## src/sv/ctp_pkg.sv

```systemverilog
package ctp_pkg;

  localparam int DUR_W      = 32;
  localparam int TAG_PORT_W = 16;
  localparam int SLOT_OUT_W = 3;

  typedef enum logic [1:0] {
    MODE_START = 2'd0,
    MODE_TICK  = 2'd1,
    MODE_POLL  = 2'd2
  } mode_t;

  typedef enum logic [1:0] {
    KIND_REPLY = 2'd0,
    KIND_FIRED = 2'd1,
    KIND_EMPTY = 2'd2
  } kind_t;

  typedef enum logic [1:0] {
    ST_IDLE   = 2'd0,
    ST_ACTIVE = 2'd1,
    ST_DONE   = 2'd2
  } status_t;

  // The tag is kept last so that the stored copy can drop its unused upper bits.
  typedef struct packed {
    status_t                 status;
    logic                    periodic;
    logic                    handler_valid;
    logic [DUR_W-1:0]        duration;
    logic [DUR_W-1:0]        remaining;
    logic [TAG_PORT_W-1:0]   tag;
  } entry_t;

  localparam int ENTRY_W = $bits(entry_t);

endpackage

```

## src/sv/ctp_ram.sv

```systemverilog
module ctp_ram #(
  parameter int WIDTH = 8,
  parameter int DEPTH = 8
) (
  input  logic                                    clk,
  input  logic                                    we,
  input  logic [(DEPTH > 1 ? $clog2(DEPTH) : 1)-1:0] waddr,
  input  logic [WIDTH-1:0]                        wdata,
  input  logic [(DEPTH > 1 ? $clog2(DEPTH) : 1)-1:0] raddr,
  output logic [WIDTH-1:0]                        rdata
);

  logic [WIDTH-1:0] mem [DEPTH];

  always_ff @(posedge clk) begin
    if (we) begin
      mem[waddr] <= wdata;
    end
    rdata <= mem[raddr];
  end

endmodule

```

## src/sv/ctp_slot_eval.sv

```systemverilog
module ctp_slot_eval (
  input  ctp_pkg::entry_t cur,
  input  logic            is_tick,
  output ctp_pkg::entry_t upd,
  output logic            fire
);

  always_comb begin
    upd  = cur;
    fire = 1'b0;
    if (is_tick) begin
      if (cur.status == ctp_pkg::ST_ACTIVE && cur.remaining != '0) begin
        upd.remaining = cur.remaining - ctp_pkg::DUR_W'(1);
        if (cur.remaining == ctp_pkg::DUR_W'(1)) begin
          upd.status = ctp_pkg::ST_DONE;
        end
      end
    end else if (cur.status == ctp_pkg::ST_DONE && cur.handler_valid) begin
      fire = 1'b1;
      if (cur.periodic) begin
        upd.remaining = cur.duration;
        upd.status    = ctp_pkg::ST_ACTIVE;
      end else begin
        upd.status        = ctp_pkg::ST_IDLE;
        upd.handler_valid = 1'b0;
      end
    end
  end

endmodule

```

## src/sv/countdown_timer_pool.sv

```systemverilog
// Channel   Handshake             Ports
// input     start & !busy         in_mode, in_duration_ms, in_periodic, in_has_handler,
//                                 in_handler_tag
// result    out_valid, one cycle  out_kind, out_accepted, out_slot, out_fired_tag, out_last
//
// A start is handled while idle and its reply appears in the next cycle.
// A tick or a poll walks the claimed slots newest first, one per cycle, and keeps busy high
// until the walk is done; with no slot claimed it stays idle, and only a poll replies (empty).
// Fired results leave in the cycle after the next is found; the last one leaves as busy falls.
// Reset is synchronous; the slot memory needs no clearing because only claimed slots are read.
// The receiver cannot stall results.
module countdown_timer_pool #(
  parameter int SLOT_COUNT = 8,
  parameter int TAG_BITS   = 16
) (
  input  logic        clk,
  input  logic        rst_n,
  input  logic        start,
  output logic        busy,
  input  logic [1:0]  in_mode,
  input  logic [31:0] in_duration_ms,
  input  logic        in_periodic,
  input  logic        in_has_handler,
  input  logic [15:0] in_handler_tag,
  output logic        out_valid,
  output logic [1:0]  out_kind,
  output logic        out_accepted,
  output logic [2:0]  out_slot,
  output logic [15:0] out_fired_tag,
  output logic        out_last
);

  localparam int SW = (SLOT_COUNT > 1) ? $clog2(SLOT_COUNT) : 1;
  localparam int CW = $clog2(SLOT_COUNT + 1);
  localparam int TW = (TAG_BITS < ctp_pkg::TAG_PORT_W) ? TAG_BITS : ctp_pkg::TAG_PORT_W;
  localparam int TPW = ctp_pkg::TAG_PORT_W;
  localparam int EW = ctp_pkg::ENTRY_W;
  localparam int RW = EW - TPW + TW;

  typedef enum logic [1:0] {
    S_IDLE = 2'b01,
    S_WALK = 2'b10
  } state_t;

  state_t            state_r, state_nxt;
  logic [CW-1:0]     used_r, used_nxt;
  logic              tick_r, tick_nxt;
  logic              iss_r, iss_nxt;
  logic [SW-1:0]     rd_idx_r, rd_idx_nxt;
  logic              pv_r, pv_nxt;
  logic [SW-1:0]     pv_idx_r, pv_idx_nxt;
  logic              pend_v_r, pend_v_nxt;
  logic [SW-1:0]     pend_slot_r, pend_slot_nxt;
  logic [TPW-1:0]    pend_tag_r, pend_tag_nxt;

  logic              out_valid_r, out_valid_nxt;
  logic [1:0]        out_kind_r, out_kind_nxt;
  logic              out_accepted_r, out_accepted_nxt;
  logic [2:0]        out_slot_r, out_slot_nxt;
  logic [TPW-1:0]    out_tag_r, out_tag_nxt;
  logic              out_last_r, out_last_nxt;

  logic              ram_we;
  logic [SW-1:0]     ram_waddr;
  logic [RW-1:0]     ram_wdata;
  logic [RW-1:0]     ram_rdata;
  ctp_pkg::entry_t   wr_ent;
  ctp_pkg::entry_t   rd_ent;
  ctp_pkg::entry_t   upd_ent;
  logic              fire;

  assign ram_wdata = {wr_ent[EW-1:TPW], wr_ent.tag[TW-1:0]};
  assign rd_ent    = {ram_rdata[RW-1:TW], TPW'(ram_rdata[TW-1:0])};

  ctp_ram #(
    .WIDTH(RW),
    .DEPTH(SLOT_COUNT)
  ) u_ram (
    .clk  (clk),
    .we   (ram_we),
    .waddr(ram_waddr),
    .wdata(ram_wdata),
    .raddr(rd_idx_r),
    .rdata(ram_rdata)
  );

  ctp_slot_eval u_eval (
    .cur    (rd_ent),
    .is_tick(tick_r),
    .upd    (upd_ent),
    .fire   (fire)
  );

  always_comb begin
    state_nxt        = state_r;
    used_nxt         = used_r;
    tick_nxt         = tick_r;
    iss_nxt          = iss_r;
    rd_idx_nxt       = rd_idx_r;
    pv_nxt           = pv_r;
    pv_idx_nxt       = pv_idx_r;
    pend_v_nxt       = pend_v_r;
    pend_slot_nxt    = pend_slot_r;
    pend_tag_nxt     = pend_tag_r;
    out_valid_nxt    = 1'b0;
    out_kind_nxt     = out_kind_r;
    out_accepted_nxt = out_accepted_r;
    out_slot_nxt     = out_slot_r;
    out_tag_nxt      = out_tag_r;
    out_last_nxt     = out_last_r;
    ram_we           = 1'b0;
    ram_waddr        = pv_idx_r;
    wr_ent           = upd_ent;

    unique case (state_r)
      S_IDLE: begin
        if (start) begin
          case (in_mode) inside
            ctp_pkg::MODE_START: begin
              out_valid_nxt = 1'b1;
              out_kind_nxt  = ctp_pkg::KIND_REPLY;
              out_tag_nxt   = '0;
              out_last_nxt  = 1'b1;
              if (used_r == CW'(SLOT_COUNT)) begin
                out_accepted_nxt = 1'b0;
                out_slot_nxt     = '0;
              end else begin
                ram_we               = 1'b1;
                ram_waddr            = used_r[SW-1:0];
                wr_ent.status        = ctp_pkg::ST_ACTIVE;
                wr_ent.periodic      = in_periodic;
                wr_ent.handler_valid = in_has_handler;
                wr_ent.duration      = in_duration_ms;
                wr_ent.remaining     = in_duration_ms;
                wr_ent.tag           = TPW'(in_handler_tag[TW-1:0]);
                out_accepted_nxt     = 1'b1;
                out_slot_nxt         = 3'(used_r);
                used_nxt             = used_r + CW'(1);
              end
            end
            ctp_pkg::MODE_TICK, ctp_pkg::MODE_POLL: begin
              if (used_r == '0) begin
                if (in_mode == ctp_pkg::MODE_POLL) begin
                  out_valid_nxt    = 1'b1;
                  out_kind_nxt     = ctp_pkg::KIND_EMPTY;
                  out_accepted_nxt = 1'b0;
                  out_slot_nxt     = '0;
                  out_tag_nxt      = '0;
                  out_last_nxt     = 1'b1;
                end
              end else begin
                state_nxt  = S_WALK;
                tick_nxt   = (in_mode == ctp_pkg::MODE_TICK);
                iss_nxt    = 1'b1;
                rd_idx_nxt = SW'(used_r - CW'(1));
                pend_v_nxt = 1'b0;
              end
            end
            default: begin
            end
          endcase
        end
      end
      S_WALK: begin
        pv_nxt     = iss_r;
        pv_idx_nxt = rd_idx_r;
        if (iss_r) begin
          if (rd_idx_r == '0) begin
            iss_nxt = 1'b0;
          end else begin
            rd_idx_nxt = rd_idx_r - SW'(1);
          end
        end
        if (pv_r) begin
          ram_we = 1'b1;
          if (fire) begin
            pend_v_nxt    = 1'b1;
            pend_slot_nxt = pv_idx_r;
            pend_tag_nxt  = rd_ent.tag;
            if (pend_v_r) begin
              out_valid_nxt    = 1'b1;
              out_kind_nxt     = ctp_pkg::KIND_FIRED;
              out_accepted_nxt = 1'b0;
              out_slot_nxt     = 3'(pend_slot_r);
              out_tag_nxt      = pend_tag_r;
              out_last_nxt     = 1'b0;
            end
          end
        end
        if (!iss_r && !pv_r) begin
          state_nxt = S_IDLE;
          if (!tick_r) begin
            out_valid_nxt    = 1'b1;
            out_accepted_nxt = 1'b0;
            out_last_nxt     = 1'b1;
            if (pend_v_r) begin
              out_kind_nxt = ctp_pkg::KIND_FIRED;
              out_slot_nxt = 3'(pend_slot_r);
              out_tag_nxt  = pend_tag_r;
            end else begin
              out_kind_nxt = ctp_pkg::KIND_EMPTY;
              out_slot_nxt = '0;
              out_tag_nxt  = '0;
            end
          end
        end
      end
      default: begin
        state_nxt = S_IDLE;
      end
    endcase
  end

  always_ff @(posedge clk) begin
    if (!rst_n) begin
      state_r     <= S_IDLE;
      used_r      <= '0;
      iss_r       <= 1'b0;
      pv_r        <= 1'b0;
      pend_v_r    <= 1'b0;
      out_valid_r <= 1'b0;
    end else begin
      state_r     <= state_nxt;
      used_r      <= used_nxt;
      iss_r       <= iss_nxt;
      pv_r        <= pv_nxt;
      pend_v_r    <= pend_v_nxt;
      out_valid_r <= out_valid_nxt;
    end
  end

  always_ff @(posedge clk) begin
    tick_r         <= tick_nxt;
    rd_idx_r       <= rd_idx_nxt;
    pv_idx_r       <= pv_idx_nxt;
    pend_slot_r    <= pend_slot_nxt;
    pend_tag_r     <= pend_tag_nxt;
    out_kind_r     <= out_kind_nxt;
    out_accepted_r <= out_accepted_nxt;
    out_slot_r     <= out_slot_nxt;
    out_tag_r      <= out_tag_nxt;
    out_last_r     <= out_last_nxt;
  end

  assign busy          = (state_r != S_IDLE);
  assign out_valid     = out_valid_r;
  assign out_kind      = out_kind_r;
  assign out_accepted  = out_accepted_r;
  assign out_slot      = out_slot_r;
  assign out_fired_tag = out_tag_r;
  assign out_last      = out_last_r;

endmodule
```

## config.mk

```make
export PLATFORM = sky130hd
export DESIGN_NAME = countdown_timer_pool
export DESIGN_NICKNAME = d
export VERILOG_FILES = /design/src/sv/ctp_pkg.sv /design/src/sv/ctp_ram.sv /design/src/sv/ctp_slot_eval.sv /design/src/sv/countdown_timer_pool.sv
export SDC_FILE = /design/constraint.sdc
export NUM_CORES = 1
export LEC_CHECK = 0
export BUFFER_PORTS_ARGS = -buffer_cell sky130_fd_sc_hd__buf_2
export CORE_MARGIN = 3
export CORE_UTILIZATION = 55
export DETAILED_ROUTE_END_ITERATION = 10
export PLACE_DENSITY_LB_ADDON = 0.25
export SYNTH_ARGS = -nofsm -noshare
export SYNTH_HDL_FRONTEND = slang
export SYNTH_HIERARCHICAL = 1
export SYNTH_SLANG_ARGS = --single-unit
```

## constraint.sdc

```tcl
create_clock -name clk -period 11.39 [get_ports clk]
set_input_delay 1.139 -clock clk [delete_from_list [all_inputs] [get_ports clk]]
set_output_delay 1.139 -clock clk [all_outputs]
set_load 0.005 [all_outputs]
```

==> results of run 1 <==
power breakdown:
group / switching, mW / total [mW] / internal, mW
Sequential: 0.0110 / 3.27 / 3.26
Clock: 1.07 / 2.66 / 1.59
Combinational: 0.0790 / 0.128 / 0.0487
Total: 1.16 / 6.06 / 4.90
state kept, by name, summed over array words and instances (netlist names):
signal / flops
u_ram/rdata: 84
out_fired_tag: 16
out_valid: 1
pend_v_r: 1
rd_idx_r: 3
pend_tag_r: 16
used_r: 4
iss_r: 1
out_accepted: 1
state_r: 2
u_ram/mem: 672
out_last: 1
out_kind: 2
tick_r: 1
out_slot: 3
pv_r: 1
pend_slot_r: 3
pv_idx_r: 3
through the flow:
| stage | setup slack (ns) | utilization |
|---|---|---|
| final | 6.692 | 0.6193 |
| after floorplan | 2.801 | - |
| after CTS | 6.692 | 0.6193 |
| after global routing | 6.495 | 0.6193 |
| after global placement | 6.203 | 0.5733 |
| after detailed placement | 6.074 | 0.5733 |
layer usage:
metal | wire [um] | part of all wire | GRT usage | up-vias
li1 | - | - | - | 6939
met1 | 27050 | 0.42 | 0.2932 | 8306
met2 | 31750 | 0.49 | 0.3414 | 576
met3 | 4280 | 0.066 | 0.03779 | 114
met4 | 1578 | 0.024 | 0.06101 | 0
met5 | 0 | 0 | 0 | -
cell usage after synthesis (all sizes together) (15+ instances only):
master / number
nand3: 35
mux4: 168
buf: 101
nand2: 74
a21oi: 40
o211ai: 17
nor2: 28
inv: 15
nor3: 16
mux2: 167
clkbuf: 31
o21ai: 28
edfxtp: 721
dfxtp: 94
path summary, 6_finish.rpt:
| check | end | slack (ns) | cells after the start |
|---|---|---|---|
| hold / removal | pend_tag_r[5] | 0.43 | 0 |
| setup reg to reg | u_ram/mem[2][26] | 6.91 | 9 |
| setup / recovery | u_ram/mem[2][26] | 6.69 | 10 |
| hold reg to reg | pend_tag_r[5] | 0.43 | 0 |
layout make-up:
type	instances	share of cell area
inverters	16	0.001668
flip-flops and latches	815	0.6536
clock inverters	38	0.01175
multi-input cells	731	0.2264
repair buffers	107	0.01752
well taps	765	0.02659
clock buffers	110	0.06245
placed cells by master, fill, tap and decap left out, types with 8 or more instances in the layout:
master / netlist / layout
clkbuf_1: 31 / 20
nand2_1: 73 / 73
nand4_1: 8 / 8
nor2_1: 27 / 21
bufinv_16: 0 / 9
buf_4: 50 / 26
edfxtp_1: 721 / 721
clkinv_2: 0 / 8
mux4_2: 168 / 168
clkinv_1: 1 / 18
ha_1: 11 / 11
clkbuf_16: 0 / 83
nand3_1: 35 / 35
o211ai_1: 17 / 17
mux2_2: 160 / 160
buf_2: 22 / 79
dfxtp_1: 94 / 94
a21oi_1: 39 / 39
inv_1: 15 / 15
o21ai_0: 28 / 27
nor4_1: 14 / 14
nor3_1: 15 / 13
cell families after synthesis:
kind of cell / Yosys count / synth area share
flops: 815 / 0.7232
compound gates: 136 / 0.02742
xor+xnor: 10 / 0.002691
buf+inv: 148 / 0.02830
mux: 340 / 0.1756
simple gates: 234 / 0.03860
fa+ha+maj: 11 / 0.004229
==> out/metrics.yaml, run 1 <==
avgRoutedWirePerCell_um: 25.04
synth_cell_types: 69
vias: 15940
slowest_stage: "buf_4"
tns_ns: 0
max_freq_mhz: 212.9
fin_crit_sh: 0.4124
synth_fp_nets: 1760
area.growth.synth_to_final_pct: 10.64
dp_hpwl_mm: 35.36
setup_viol: 0
critPathCaptureType: "flop"
start_util: 0.5597
drtIter0Drc: 1409
antenna_found_initial: 1
instances_no_fill: 2582
worstHoldPathType: "reg -> reg"
fin_nets: 1818
fp.dieH_um: 249.2
port_buffers: 79
cts_resized: 0
ys_warn_count: 6
hold_viol: 0
tightest_slew_ns: 1.177
multi_input_area_sq_um: 8152
syn_area_sq_um: 32540
vias_per_cell: 6.172
power_density_nw_per_um2: 168.3
die_w_um: 249.2
clkTransAtPathRegs_ns: 0.06
drc_errors: 0
timing.hold.ws_ns: 0.4278
drtAntennaViolNets: 0
slew_headroom: 0.2153
critPathRequiredTime_ns: 11.62
synth_top_area_cell: "edfxtp_1"
cts_inserted_buffers: 81
io_pins: 80
ys_ff_latch: 815
post-cts-setup-buffer-count: 0
nFillCells: 4012
status: "completed"
total_power_mw: 6.061
ys_seq_area_frac: 0.7232
crit_family: "buffers and inverters"
tritoncts: "yes"
cap_violations: 0
clock_latency_ns: 0.62
clock-sinks: 815
rows: 88
power.leakage_nw: 11.63
grt_max_degree: 157
root_buffer: "clkbuf_16"
slowest_delay_ns: 0.73
gp_congestion: 0.7987
cpMostUsedCell: "buf_4"
worstSetupPathType: "in -> reg"
syn_area_per_cell_sq_um: 19.21
core_sq_um: 58140
cp_cell_sequence: "buf_2 > inv_1 > ha_1 > and3_2 > nand2_4 > o21ai_0 > nand2b_1 > nor2_4 > buf_4 > buf_4"
hp-start: "u_ram/rdata[5]"
design_area_sq_um: 36000
dieArea_sq_um: 62120
synth-edff-count: 721
grt_pass1_wl_mm: 99.44
drtPass1Iterations: 5
rr_startpoint: "state_r[1]"
path_buf_inv: 4
rsz0062_at_grt: "no"
grt_use_total: 0.2093
critPathMaxFanout: 43
postPlaceCellArea_sq_um: 33330
grt_overflow: 0
crit_start: "in_mode[0]"
synth_ff_type: "edfxtp_1"
synthCells: 1694
dp_cells: 2434
startpoint_type: "input pin"
wl_mm: 64.67
vdd_ir_drop_max_v: 0.0001400
maxSlewViolCount: 0
async_reset_ff_frac: 0
drive_above_1_share: 0.3192
antennaDiodeCount: 0
ctsHoldBuffers: 0
arrival_ns: 4.92
netlist.area_leader.share: 0.6653
ctsHtreeMaxLevel: 3
fin_crit_ns: 4.698
regArea_sq_um: 23530
synth_area_leaders: "edfxtp_1 67%, mux4_2 12%, dfxtp_1 5.8%, mux2_2 5.5%, buf_4 1.2%"
grt_pass1_vias: 16480
fin_worst_skew_ns: 0.02855
clockBufferDepth: 3
Power figures use the tool's default switching activity.
==> run 2: changes to the inputs <==
==> constraint.sdc (replaced) <==
create_clock -name clk -period 4 [get_ports clk]
set_input_delay 0.4 -clock clk [delete_from_list [all_inputs] [get_ports clk]]
set_output_delay 0.4 -clock clk [all_outputs]
set_load 0.005 [all_outputs]
==> out/metrics.yaml, run 2 (synthesized netlist as in run 1, its figures left out) <==
status: "completed"
vdd_ir_drop_max_v: 0.0004002
critPathRequiredTime_ns: 4.46
hold_viol: 0
tritoncts: "yes"
slowest_delay_ns: 0.74
cts_resized: 0
layout_commonest_cell: "edfxtp_1"
tns_ns: 0
critPathMaxFanout: 10
ctsHtreeMaxLevel: 3
antennaDiodeCount: 0
area.growth.synth_to_final_pct: 11.70
final_cell_mix: "721 x edfxtp_1, 168 x mux4_2, 160 x mux2_2, 94 x dfxtp_1, 84 x clkbuf_16"
avgRoutedWirePerCell_um: 25.66
grt_pass1_vias: 16420
layout_setup_ws_ns: 0.6433
slew_headroom: 0.1466
max_freq_mhz: 297.9
vias: 16010
rows: 88
maxSlewViolCount: 0
dieArea_sq_um: 62120
critPathCaptureType: "flop"
largest_registers: "u_ram/mem x672, u_ram/rdata x84"
grt_pass1_wl_mm: 102.6
instances_no_fill: 2595
cp_cell_sequence: "nor4_1 > nand4_1 > o21ai_0 > buf_4 > nor2_1 > a311oi_1 > mux2_2"
vias_per_cell: 6.168
grt_overflow: 0
io_pins: 80
slowest_stage: "nor4_1"
fp.dieH_um: 249.2
worstSetupPathType: "reg -> reg"
core_sq_um: 58140
fin_crit_ns: 3.357
cts_inserted_buffers: 81
clock-sinks: 815
largest-register: "u_ram/mem"
fin_worst_skew_ns: 0.02348
clock_latency_ns: 0.63
wl_mm: 66.59
fin_crit_sh: 0.8392
drtPass1Iterations: 5
cap_violations: 0
antenna_found_initial: 0
clkTransAtPathRegs_ns: 0.06
dp_hpwl_mm: 37.58
gp_congestion: 0.8711
post-cts-setup-buffer-count: 0
die_w_um: 249.2
drtIter0Drc: 1474
utilization: 0.6252
worstHoldPathType: "in -> reg"
clockBufferDepth: 3
pre_cts_ws_ns: 0.6530
grt_use_total: 0.2170
root_buffer: "clkbuf_16"
power.leakage_nw: 11.75
grt_max_degree: 87
setup_viol: 0
arrival_ns: 3.81
startpoint_type: "flop"
dp_cells: 2445
start_util: 0.5597
ctsHoldBuffers: 0
largest_reg_flops: 672
power_density_nw_per_um2: 477.1
fin_nets: 1829
drtAntennaViolNets: 0
port_buffers: 79
tightest_slew_ns: 1.280
timing.hold.ws_ns: 0.1255
drive_above_1_share: 0.3268
rsz0062_at_grt: "no"
drc_errors: 0
-- run 2: cell count changes in the layout (fill, tap and decap cells not counted), moves of 2 or more --
cell        previous run  this run
o21ai_1                0         2
nor3_4                 1         3
clkinv_1              18        16
nor3_2                 2         0
buf_12                 2        17
clkinvlp_4             1         3
buf_4                 26        22
o21ai_0               27        25
clkbuf_8               7         4
inv_6                  1         3
-- run 2: per-layer routing --
layer | part of all wire | wire length, um | GRT usage | up-vias
met5 | 0 | 0 | 0 | -
met4 | 0.021 | 1426 | 0.05836 | 0
met3 | 0.057 | 3766 | 0.03289 | 106
met2 | 0.49 | 32450 | 0.3469 | 546
met1 | 0.43 | 28950 | 0.3176 | 8388
li1 | - | - | - | 6965
-- run 2: final cells by class --
cell class / count / area, sq um
clock buffers: 108 / 2232
clock inverters: 42 / 486.7
fillers: 4033 / 21790
inverters: 16 / 60.06
multi-input cells: 731 / 8178
flip-flops and latches: 815 / 23530
well taps: 765 / 957.2
repair buffers: 118 / 900.9
-- run 2: per-stage QoR --
stage	power [mW]	instance area, sq um
2_1_floorplan	9.742	32600
3_3_place_gp	9.871	33630
3_5_place_dp	9.887	33630
4_1_cts	17.50	36350
5_1_grt	17.86	36350
6_report	17.34	36350
-- run 2: power breakdown --
part | internal (mW) | switching, mW | total (mW)
clock | 4.53 | 3.11 | 7.64
sequential | 9.29 | 0.0335 | 9.33
combinational | 0.143 | 0.233 | 0.377
total | 14.0 | 3.38 | 17.3
-- run 2: worst paths after layout --
| check | start | end | slack (ns) | cells past startpoint |
|---|---|---|---|---|
| worst max-delay path | u_ram/rdata[24] | u_ram/mem[1][18] | 0.64 | 7 |
| worst min-delay path | in_mode[0] | tick_r | 0.13 | 2 |
| worst max register to register | u_ram/rdata[24] | u_ram/mem[1][18] | 0.64 | 7 |
| worst min register to register | u_ram/rdata[4] | pend_tag_r[4] | 0.42 | 0 |
-- run 2: critical path, delay by kind of cell (launching register included) --
kind / cells / cell delay [ns]
AOI/OAI and AO/OA: 2 / 1.11
buffers and inverters: 1 / 0.29
DFF: 1 / 0.35
muxes: 1 / 0.33
and+or+nand+nor: 3 / 1.10
